### src/hw/rtl/b64e_pkg.sv
// Shared types, constants and the alphabet lookup for the Base64 encoder.
// Used by every module of the encoder; depends on nothing.
package b64e_pkg;

  localparam int unsigned QueueDepth = 2;
  localparam logic [5:0]  Mask6      = 6'h3F;
  localparam logic [7:0]  PadChar    = 8'h3D;  // '='
  localparam int unsigned MaxChars   = 4;

  // One output symbol: an alphabet index or a pad mark
  typedef struct packed {
    logic       pad;
    logic [5:0] idx;
  } sym_t;

  // All characters caused by one request, in emission order from slot 0
  typedef struct packed {
    logic [2:0]         count;  // 1 to 4
    logic               last;   // final slot closes the message
    sym_t [MaxChars-1:0] sym;
  } rec_t;

  // Alphabet: A-Z a-z 0-9 + /
  function automatic logic [7:0] b64_ascii(input sym_t s);
    logic [7:0] c;
    c = {2'b00, s.idx};
    if (s.pad) begin
      return PadChar;
    end
    if (s.idx < 6'd26) begin
      return 8'(c + 8'd65);
    end
    if (s.idx < 6'd52) begin
      return 8'(c + 8'd71);   // 'a' - 26
    end
    if (s.idx < 6'd62) begin
      return 8'(c - 8'd4);    // '0' - 52
    end
    if (s.idx == 6'd62) begin
      return 8'h2B;           // '+'
    end
    return 8'h2F;             // '/'
  endfunction

endpackage

### src/hw/rtl/base64_encoder_top.sv
// Streaming Base64 encoder (standard alphabet, '=' padding).
//
// Input stream: one request per accepted beat. s_tdata carries the message
// byte, s_tuser says the byte is present, s_tlast ends the message: leftover
// bits are flushed as one more character and '=' pads to a multiple of four.
// A beat with s_tuser low and s_tlast high closes the message without a byte.
// Output stream: one ASCII character per beat on m_tdata, m_tlast on the
// final character of each message (none if the end adds no character).
//
// Path: a request is written into the queue at the accepting edge, then the
// serializer loads its record, then the output register takes the first
// character and raises m_tvalid.
// Throughput: one character per cycle while the receiver is ready, set by the
// single output register; a byte yields one or two characters. The front end
// takes a request every cycle while the record queue has room.
// Reset (rst, synchronous) clears the carry state, the queue and the output.
// When the receiver stalls, the character in the output register holds, the
// queue fills, and s_tready drops once the queue is full.
// Depends on b64e_pkg, b64e_front, b64e_queue, b64e_back.
module base64_encoder_top #(
  parameter int unsigned QueueDepth = b64e_pkg::QueueDepth
) (
  input  logic       clk,
  input  logic       rst,
  input  logic       s_tvalid,
  output logic       s_tready,
  input  logic [7:0] s_tdata,   // [7:0] data_byte
  input  logic       s_tuser,   // [0] has_byte
  input  logic       s_tlast,   // end_of_message
  output logic       m_tvalid,
  input  logic       m_tready,
  output logic [7:0] m_tdata,   // [7:0] out_char
  output logic       m_tlast    // last_char
);

  logic           q_push, q_full, q_pop, q_empty;
  b64e_pkg::rec_t q_rec, q_head;

  b64e_front u_front (
    .clk      (clk),
    .rst      (rst),
    .s_tvalid (s_tvalid),
    .s_tready (s_tready),
    .s_tdata  (s_tdata),
    .s_tuser  (s_tuser),
    .s_tlast  (s_tlast),
    .q_full   (q_full),
    .q_push   (q_push),
    .q_rec    (q_rec)
  );

  b64e_queue #(
    .Depth (QueueDepth)
  ) u_queue (
    .clk      (clk),
    .rst      (rst),
    .push     (q_push),
    .push_rec (q_rec),
    .full     (q_full),
    .pop      (q_pop),
    .empty    (q_empty),
    .head     (q_head)
  );

  b64e_back u_back (
    .clk      (clk),
    .rst      (rst),
    .q_empty  (q_empty),
    .q_head   (q_head),
    .q_pop    (q_pop),
    .m_tvalid (m_tvalid),
    .m_tready (m_tready),
    .m_tdata  (m_tdata),
    .m_tlast  (m_tlast)
  );

endmodule

### src/hw/rtl/b64e_front.sv
// Front end: accepts requests, holds the bit carry state and turns each
// request into a record of up to four symbols. Depends on b64e_pkg.
module b64e_front (
  input  logic                clk,
  input  logic                rst,
  input  logic                s_tvalid,
  output logic                s_tready,
  input  logic [7:0]          s_tdata,   // [7:0] data_byte
  input  logic                s_tuser,   // [0] has_byte
  input  logic                s_tlast,   // end_of_message
  input  logic                q_full,
  output logic                q_push,
  output b64e_pkg::rec_t      q_rec
);

  logic [3:0]  leftover_bits, leftover_bits_next;
  logic [2:0]  pending_count, pending_count_next;
  logic [1:0]  char_phase, char_phase_next;

  logic [2:0]  p;
  logic [11:0] acc;
  logic [3:0]  bits, sh0, rem;
  logic        two;
  logic [5:0]  c0, c1, fv;
  logic [3:0]  left_byte, left_after;
  logic [2:0]  p_after;
  logic [2:0]  nb, n_pre, limit, npad, n_all;
  logic        nf;
  logic [1:0]  ph_mid, pad_raw;
  logic        accept;
  b64e_pkg::rec_t rec;

  assign s_tready = !q_full;
  assign accept   = s_tvalid && s_tready;

  // Byte split, flush and padding for this request
  always_comb begin
    p    = (pending_count > 3'd4) ? 3'd4 : pending_count;
    acc  = {leftover_bits, s_tdata};
    bits = {1'b0, p} + 4'd8;
    sh0  = bits - 4'd6;
    two  = (bits >= 4'd12);
    c0   = 6'(acc >> sh0);
    c1   = acc[5:0];
    rem  = two ? (bits - 4'd12) : (bits - 4'd6);
    left_byte = 4'(acc & ((12'd1 << rem) - 12'd1));

    nb         = s_tuser ? (two ? 3'd2 : 3'd1) : 3'd0;
    p_after    = s_tuser ? rem[2:0] : p;
    left_after = s_tuser ? left_byte : leftover_bits;

    nf = s_tlast && (p_after != 3'd0);
    fv = 6'({2'b00, left_after} << (3'd6 - p_after)) & b64e_pkg::Mask6;

    ph_mid  = 2'(char_phase + nb[1:0] + {1'b0, nf});
    pad_raw = s_tlast ? 2'(2'd0 - ph_mid) : 2'd0;
    n_pre   = nb + {2'b00, nf};
    limit   = 3'd4 - n_pre;
    npad    = ({1'b0, pad_raw} < limit) ? {1'b0, pad_raw} : limit;
    n_all   = n_pre + npad;

    // Fill slots: byte characters, flush character, pads
    for (int i = 0; i < b64e_pkg::MaxChars; i++) begin
      if (3'(i) < nb) begin
        rec.sym[i].pad = 1'b0;
        rec.sym[i].idx = (i == 0) ? c0 : c1;
      end else if (3'(i) < n_pre) begin
        rec.sym[i].pad = 1'b0;
        rec.sym[i].idx = fv;
      end else begin
        rec.sym[i].pad = 1'b1;
        rec.sym[i].idx = 6'd0;
      end
    end
    rec.count = n_all;
    rec.last  = s_tlast;

    // State after this request
    if (s_tlast) begin
      leftover_bits_next = 4'd0;
      pending_count_next = 3'd0;
      char_phase_next    = 2'd0;
    end else begin
      leftover_bits_next = left_after;
      pending_count_next = p_after;
      char_phase_next    = ph_mid;
    end
  end

  assign q_push = accept && (n_all != 3'd0);
  assign q_rec  = rec;

  always_ff @(posedge clk) begin
    if (rst) begin
      leftover_bits <= 4'd0;
      pending_count <= 3'd0;
      char_phase    <= 2'd0;
    end else if (accept) begin
      leftover_bits <= leftover_bits_next;
      pending_count <= pending_count_next;
      char_phase    <= char_phase_next;
    end
  end

endmodule

### src/hw/rtl/b64e_queue.sv
// Short record queue between the front end and the character serializer.
// Depends on b64e_pkg for the record type.
module b64e_queue #(
  parameter int unsigned Depth = b64e_pkg::QueueDepth
) (
  input  logic           clk,
  input  logic           rst,
  input  logic           push,
  input  b64e_pkg::rec_t push_rec,
  output logic           full,
  input  logic           pop,
  output logic           empty,
  output b64e_pkg::rec_t head
);

  localparam int unsigned PtrW = (Depth > 1) ? $clog2(Depth) : 1;
  localparam int unsigned CntW = $clog2(Depth + 1);

  b64e_pkg::rec_t   entries [Depth];
  logic [PtrW-1:0]  wr_ptr, rd_ptr;
  logic [CntW-1:0]  fill;

  assign full  = (fill == CntW'(Depth));
  assign empty = (fill == '0);
  assign head  = entries[rd_ptr];

  // Storage
  always_ff @(posedge clk) begin
    if (push) begin
      entries[wr_ptr] <= push_rec;
    end
  end

  // Pointers and fill level
  always_ff @(posedge clk) begin
    if (rst) begin
      wr_ptr <= '0;
      rd_ptr <= '0;
      fill   <= '0;
    end else begin
      if (push) begin
        wr_ptr <= (wr_ptr == PtrW'(Depth - 1)) ? '0 : PtrW'(wr_ptr + 1'b1);
      end
      if (pop) begin
        rd_ptr <= (rd_ptr == PtrW'(Depth - 1)) ? '0 : PtrW'(rd_ptr + 1'b1);
      end
      if (push && !pop) begin
        fill <= CntW'(fill + 1'b1);
      end else if (pop && !push) begin
        fill <= CntW'(fill - 1'b1);
      end
    end
  end

endmodule

### src/hw/rtl/b64e_back.sv
// Back end: takes records from the queue and sends one ASCII character per
// cycle while the receiver is ready, via a registered output. Depends on b64e_pkg.
module b64e_back (
  input  logic           clk,
  input  logic           rst,
  input  logic           q_empty,
  input  b64e_pkg::rec_t q_head,
  output logic           q_pop,
  output logic           m_tvalid,
  input  logic           m_tready,
  output logic [7:0]     m_tdata,   // [7:0] out_char
  output logic           m_tlast    // last_char
);

  b64e_pkg::rec_t cur;
  logic           cur_valid;
  logic [1:0]     idx;
  logic           out_free, emit, final_slot;

  assign out_free   = !m_tvalid || m_tready;
  assign emit       = cur_valid && out_free;
  assign final_slot = ({1'b0, idx} == 3'(cur.count - 3'd1));
  assign q_pop      = !q_empty && (!cur_valid || (emit && final_slot));

  // Current record and slot index
  always_ff @(posedge clk) begin
    if (rst) begin
      cur_valid <= 1'b0;
      idx       <= 2'd0;
    end else if (q_pop) begin
      cur_valid <= 1'b1;
      idx       <= 2'd0;
    end else if (emit) begin
      if (final_slot) begin
        cur_valid <= 1'b0;
      end
      idx <= 2'(idx + 2'd1);
    end
  end

  always_ff @(posedge clk) begin
    if (q_pop) begin
      cur <= q_head;
    end
  end

  // Output register
  always_ff @(posedge clk) begin
    if (rst) begin
      m_tvalid <= 1'b0;
    end else if (out_free) begin
      m_tvalid <= cur_valid;
    end
  end

  always_ff @(posedge clk) begin
    if (emit) begin
      m_tdata <= b64e_pkg::b64_ascii(cur.sym[idx]);
      m_tlast <= cur.last && final_slot;
    end
  end

endmodule

### config.mk
export PLATFORM = sky130hd
export DESIGN_NAME = base64_encoder_top
export DESIGN_NICKNAME = d
export VERILOG_FILES = /design/src/hw/rtl/b64e_pkg.sv /design/src/hw/rtl/base64_encoder_top.sv /design/src/hw/rtl/b64e_front.sv /design/src/hw/rtl/b64e_queue.sv /design/src/hw/rtl/b64e_back.sv
export SDC_FILE = /design/constraint.sdc
export NUM_CORES = 1
export LEC_CHECK = 0
export BUFFER_PORTS_ARGS = -buffer_cell sky130_fd_sc_hd__buf_2
export CORE_UTILIZATION = 58
export CTS_CLUSTER_DIAMETER = 150
export DETAILED_ROUTE_END_ITERATION = 8
export PLACE_DENSITY = 0.76
export SYNTH_ARGS = -nofsm -noshare
export SYNTH_HDL_FRONTEND = slang
export SYNTH_SLANG_ARGS = --single-unit
### constraint.sdc
create_clock -name clk -period 13.2 [get_ports clk]
set_clock_uncertainty 0.1 [all_clocks]
set_input_delay 2.64 -clock clk [delete_from_list [all_inputs] [get_ports clk]]
set_output_delay 2.64 -clock clk [all_outputs]
set_load 0.05 [all_outputs]
# After elaboration in Yosys (flattened, before gate mapping)
# Memories as Yosys holds them, arrays and structs flattened. A register that Yosys moved wholly into a read port is not among the register bits.
# Index checks and enable logic that the tools add are counted.
dict set report totals {
  ram_bits 64
  input_bits 14
  output_inout_bits 11
  elab_cells 140
  mem_count 1
  reg_bits 26
}
# name depth width rd rd_clocked_by_memory_dff write_ports line
set mem_list {}
lappend mem_list {u_queue.entries 2 32 1 1 1 b64e_queue.sv:19} ;# b64e_pkg::rec_t entries [Depth];
dict set report classes {
  n_reduce_logical 25
  addsub 20
  order_cmp 15
  bitwise_logic 1
  n_mux 61
  shifts 3
  eq_ne 3
}
# cell n
set ops {}
lappend ops {{2-to-1 mux 8 bit} 11}
lappend ops {{2-to-1 mux 7 bit} 9}
lappend ops {{2-to-1 mux 1 bit} 27}
lappend ops {{adder 6 x 7 -> 8 bit (second input constant)} 2}
lappend ops {{2-to-1 mux 3 bit} 5}
lappend ops {{binary-select mux 7 bit (select 2 bit)} 1}
lappend ops {{less-than comparator 1 x 3 -> 1 bit (first input constant)} 4}
lappend ops {{less-than comparator 2 x 3 -> 1 bit (first input constant)} 4}
lappend ops {{less-than comparator 6 bit (second input constant)} 2}
lappend ops {{2-to-1 mux 4 bit} 3}
lappend ops {{>> shifter 12 x 4 -> 6 bit} 1}
lappend ops {{2-to-1 mux 2 bit} 5}
lappend ops {{logical AND 1 bit} 9}
lappend ops {{subtractor 6 x 3 -> 7 bit (second input constant)} 1}
lappend ops {{equality test 6 bit (second input constant)} 1}
lappend ops {{logical NOT 1 bit} 6}
lappend ops {{less-than comparator 6 x 5 -> 1 bit (second input constant)} 1}
lappend ops {{nonzero test 2 bit} 3}
lappend ops {{nonzero test 3 bit} 2}
lappend ops {{left shift 4 x 3 -> 6 bit} 1}
lappend ops {{subtractor 3 bit (first input constant)} 2}
lappend ops {{adder 2 x 1 -> 2 bit (second input constant)} 2}
lappend ops {{adder 3 x 4 -> 4 bit (second input constant)} 1}
lappend ops {{bitwise AND 4 bit} 1}
lappend ops {{other kinds (22)} 24}

# Depth between registers and ports, before layout
dict set report logic_depth {
  depth_word 23
  depth_mapped 28
  depth_no_buf 26
}

# Modules after synthesis
# Synthesis repeated with hierarchy kept, for this count alone.
dict set report unflattened {
  hier_cells 493
  area_unflattened_um2 6406.1
}
# mod seq_area_each_um2 area_each_um2 cells_each n_inst
set modules_own_cells {}
lappend modules_own_cells {b64e_queue 2021.9 2517.4 122 1}
lappend modules_own_cells {b64e_back 1311.3 2053.2 140 1}
lappend modules_own_cells {b64e_front 180.2 1835.5 231 1}

# Worst setup path after synthesis
# Ideal clock, no wire load.
dict set report synth_timing {
  path_type {input-to-reg}
  startpoint {input s_tuser}
  endpoint {memory u_queue.entries[0][0] in the netlist's numbering (enable)}
  n_path_buf 2
  path_slack_ps 4254
  path_stages 18
  setup_time_ps 461
  required_time_ps 12639
  arrival_ps 8385
  cell_sequence {clkbuf_1 -> buf_2 -> o21ai_0 -> inv_1 -> ha_1 -> inv_1 -> o31a_1 -> ha_1 -> inv_1 -> fa_1 -> ha_1 -> a21oi_1 -> nor2_1 -> mux2_2 -> fa_1 -> xor2_1 -> nor3_1 -> nor3_1}
}
# element line
set synth_lines {}
lappend synth_lines {{start, declared} base64_encoder_top.sv:28} ;# input logic s_tuser,
lappend synth_lines {{end, declared} b64e_queue.sv:19}

==> metrics.log <==
INFO  metric reg2reg_to = u_queue.fill[1]
INFO  metric timing_worst_setup_path_type = in -> reg
INFO  metric synth.avg_cell_area = 13.2 um2
INFO  metric drcViolationCount = 0
INFO  metric clock_sinks = 122
INFO  metric reg2reg_from = u_front.pending_count[2]
INFO  metric slew_headroom = 40.0%
INFO  metric clk_latency = 0.51 ns
INFO  metric path_max_fanout = 20
INFO  metric finalMaxSlewViolations = 0
INFO  metric synthesis.instances = 467
INFO  metric post-dp-hpwl = 8040 um
INFO  metric hold_path.class = reg -> reg
INFO  metric htreeDepth = 4
INFO  metric critPathCaptureType = register
INFO  metric gate_power_share = 30.9%
INFO  metric critical_path.slowest_cell = sky130_fd_sc_hd__fa_1
INFO  metric grt_start_max_net_pins = 37
INFO  metric syn_area = 6160 um2
INFO  metric place.port_buffers = 24
INFO  metric die-area = 11000 um2
INFO  metric critPathRequiredTime = 13.54 ns
INFO  metric ant_cells = 0
INFO  metric gr-usage-met1 = 29.7%
INFO  metric finalCritPeriodShare = 54.7%
INFO  metric cts-resized-gates = 0
INFO  metric finalNetCount = 529
INFO  metric clock_tree.root_cell = sky130_fd_sc_hd__clkbuf_8
INFO  metric min_delay_worst_endpoint = u_front.char_phase[0]
INFO  metric routed_via_density = 6.00
INFO  metric grt.overflow.total = 0
INFO  metric fin_setup_tns = 0 ns
INFO  metric detailroute.via_count = 3849
INFO  metric core_area = 10300 um2
INFO  metric commonest_cells_after_routing_fill_and_taps_aside = sky130_fd_sc_hd__edfxtp_1, sky130_fd_sc_hd__mux2_2, sky130_fd_sc_hd__nand2_1, sky130_fd_sc_hd__buf_2, sky130_fd_sc_hd__nor2_1
INFO  metric share_clk_of_total_power = 29.1%
INFO  metric worst-r2r-setup-slack = 6.32 ns
INFO  metric critical_path.startpoint_type = input pin
INFO  metric wire_length_of_the_first_global_routing_pass = 19700 um
INFO  metric max-vdd-ir-drop = 0.000108 V
INFO  metric hold_viol_final = 0
INFO  metric cts-buffers-inserted = 17
INFO  metric rsz0062_at_grt = no
INFO  metric grt_antenna_before_repair = 0
INFO  metric cap_violations = 0
INFO  metric dpl_worst_slack = 5.50 ns
INFO  metric rows = 37
INFO  metric grt_busiest_layer = met2
INFO  metric syn_to_final_growth = 13.1%
INFO  metric final_cells = 642
INFO  metric ios = 25
INFO  metric ys_seq_area_share = 56.7%
INFO  metric cts_hold_buffers = 0
INFO  metric critPathMostFrequentCell = sky130_fd_sc_hd__ha_1
INFO  metric grt_pass1_vias = 3954
INFO  metric yosys_warnings = 0
INFO  metric synth_cell_types = 64
INFO  metric switchingPower = 0.000476 W
INFO  metric cell_by_cell_listing_of_the_critical_path = buf_2 -> o21ai_0 -> inv_1 -> ha_1 -> inv_1 -> o31a_1 -> ha_1 -> inv_1 -> fa_1 -> ha_1 -> a21oi_1 -> nor2_1 -> mux2_2 -> fa_1 -> xor2_1 -> nor3_1 -> nor2_1 -> ha_1 -> or3_1 -> a21oi_1
INFO  metric number_of_synthesized_register_bits = 122
INFO  metric postCtsSetupBuffers = 0
INFO  metric first_iter_violations = 232
INFO  metric initial_utilization = 59.7%
INFO  metric result_of_the_run = finished clean
INFO  metric ys_async_rst_share = 0%
INFO  metric place.gp.congestion = 0.929
INFO  metric critical-path-max-stage-delay = 0.47 ns
INFO  metric maxClockFrequency = 0.138 GHz
INFO  metric reg2reg_depth = 23
INFO  metric mappedNetlistNets = 503
INFO  metric post_drt_wl_per_cell = 18.3 um
INFO  metric met2_usage = 37.9%
INFO  metric clk_pin_slew = 0.05 ns
INFO  metric synth_ff_type = sky130_fd_sc_hd__edfxtp_1
INFO  metric crit_arrival = 7.56 ns
INFO  metric power.switching_fraction = 31.6%
INFO  metric synth-edff-count = 105
INFO  metric global_routing_usage_on_met3 = 6.30%
INFO  metric grt_use_total = 23.6%
INFO  metric drtPass1Iterations = 5
INFO  metric min_path_cells = 2
INFO  metric placed_cells_incl_taps = 610
INFO  metric cts_buffer_depth = 2
INFO  metric width_of_the_die = 105 um
INFO  metric layout.cells.most_common = sky130_fd_sc_hd__edfxtp_1
INFO  metric ant_nets = 0
INFO  metric p_leak = 2.55 nW
INFO  metric fin_total_pwr = 0.00151 W
INFO  metric pwr-share-seq = 40.0%
INFO  metric worst_pin_slew = 0.898 ns
INFO  metric die-height = 105 um
INFO  metric cts_tree = yes
INFO  metric post_route_cells_drive_above_1_share = 22.9%
INFO  metric worstHoldStart = u_front.char_phase[0]
INFO  metric power_density = 217 nW/um2
INFO  metric drt-total-wl = 11800 um
INFO  metric layout_min_cycle_time = 7.22 ns
INFO  metric setup_ws = 5.98 ns
INFO  metric internal-power = 0.00103 W
INFO  metric report.final.setup_viol = 0
## stage by stage
| step | util [%] | hold WS, ns | cell area (um2) |
|---|---|---|---|
| after floorplan | - | 0.355 | 6160 |
| after global routing | 67.5 | 0.434 | 6970 |
| after detailed placement | 61.9 | 0.390 | 6390 |
| after CTS | 67.5 | 0.396 | 6970 |
| final | 67.5 | 0.397 | 6970 |
| after global placement | 61.9 | 0.374 | 6390 |
## worst max-delay path: cells and delay by family
kind                       cells  cell delay, ns
AOI/OAI and AO/OA              4            0.75
xor gates and xnor gates       1            0.20
adders and majority gates      6            2.01
muxes                          1            0.38
buffers and inverters          4            0.59
and+or+nand+nor                4            1.00
## power by group through the flow
stage,sequential [W],combinational (W),clock (W)
6_report,0.000603,0.000466,0.000439
2_1_floorplan,0.000638,0.000330,0
4_1_cts,0.000604,0.000468,0.000446
3_3_place_gp,0.000605,0.000442,0
5_1_grt,0.000614,0.000511,0.000462
3_5_place_dp,0.000611,0.000461,0
## Yosys cell counts (all sizes together), types with 3 or more instances
| master | instances | share of area [%] |
|---|---|---|
| o21a | 3 | 0.37 |
| mux2i | 12 | 1.9 |
| o22ai | 3 | 0.30 |
| a22oi | 6 | 0.73 |
| or3 | 4 | 0.41 |
| nand2 | 26 | 1.6 |
| a211o | 3 | 0.43 |
| clkbuf | 15 | 0.91 |
| mux4 | 12 | 4.5 |
| and2 | 4 | 0.41 |
| nor4 | 3 | 0.30 |
| mux2 | 35 | 6.4 |
| fa | 3 | 0.97 |
| inv | 23 | 1.4 |
| xnor2 | 10 | 1.4 |
| a21oi | 22 | 2.0 |
| nor2 | 23 | 1.4 |
| buf | 6 | 0.73 |
| o21ai | 12 | 0.97 |
| a211oi | 4 | 0.49 |
| ha | 19 | 3.9 |
| and3b | 4 | 0.57 |
| a22o | 5 | 0.71 |
| nor2b | 15 | 1.6 |
| nand2b | 7 | 0.71 |
| nor3 | 10 | 0.97 |
| a31oi | 3 | 0.30 |
| xor2 | 7 | 0.99 |
| dfxtp | 17 | 5.5 |
| nand3 | 6 | 0.49 |
| and3 | 5 | 0.59 |
| edfxtp | 105 | 51 |
## layout make-up
type | instances | area, um2
Sequential cell | 122 | 3490
Tap cell | 136 | 170
Clock buffer | 24 | 490
Clock inverter | 8 | 90.1
Multi-Input combinational cell | 300 | 2480
Inverter | 24 | 90.1
Timing Repair Buffer | 28 | 150
Fill cell | 712 | 3360
## metal layers
layer / vias up / part of all wire [%] / wire length [um]
met5: - / 0 / 0
met4: 0 / 2.7 / 316
met3: 26 / 4.1 / 477
met2: 113 / 49 / 5760
met1: 1889 / 44 / 5230
li1: 1821 / - / -
## flip-flops by register name, indices dropped and copies added, names as in the netlist
name and cells:
u_queue.entries 64, u_back.cur 32, u_back.m_tdata 8, u_front.leftover_bits 4, u_front.pending_count 3, u_back.idx 2, u_front.char_phase 2, u_queue.fill 2
u_back.cur_valid 1, u_back.m_tlast 1, u_back.m_tvalid 1, u_queue.rd_ptr 1, u_queue.wr_ptr 1
## how the worst max path moves through the flow
| stage | cells after the start | startpoint | end |
|---|---|---|---|
| after floorplan | 18 | s_tuser | u_queue.entries[0][0] |
| after global placement | 20 | s_tuser | u_queue.fill[1] |
| after detailed placement | 20 | s_tuser | u_queue.fill[1] |
| after CTS | 20 | s_tuser | u_queue.fill[1] |
| after global routing | 20 | s_tuser | u_queue.fill[1] |
| final | 20 | s_tuser | u_queue.fill[1] |
## kinds of logic after synthesis
| kind of cell | count (synthesis) | share of synthesized area (%) |
|---|---|---|
| DFF | 122 | 56.7 |
| AOI/OAI and AO/OA | 83 | 9.42 |
| xor gates and xnor gates | 17 | 2.42 |
| adders and majority gates | 22 | 4.83 |
| and+or+nand+nor | 119 | 10.7 |
| buffers and inverters | 45 | 3.11 |
| muxes | 59 | 12.9 |
Note: power is estimated with default switching activity, not from simulation.
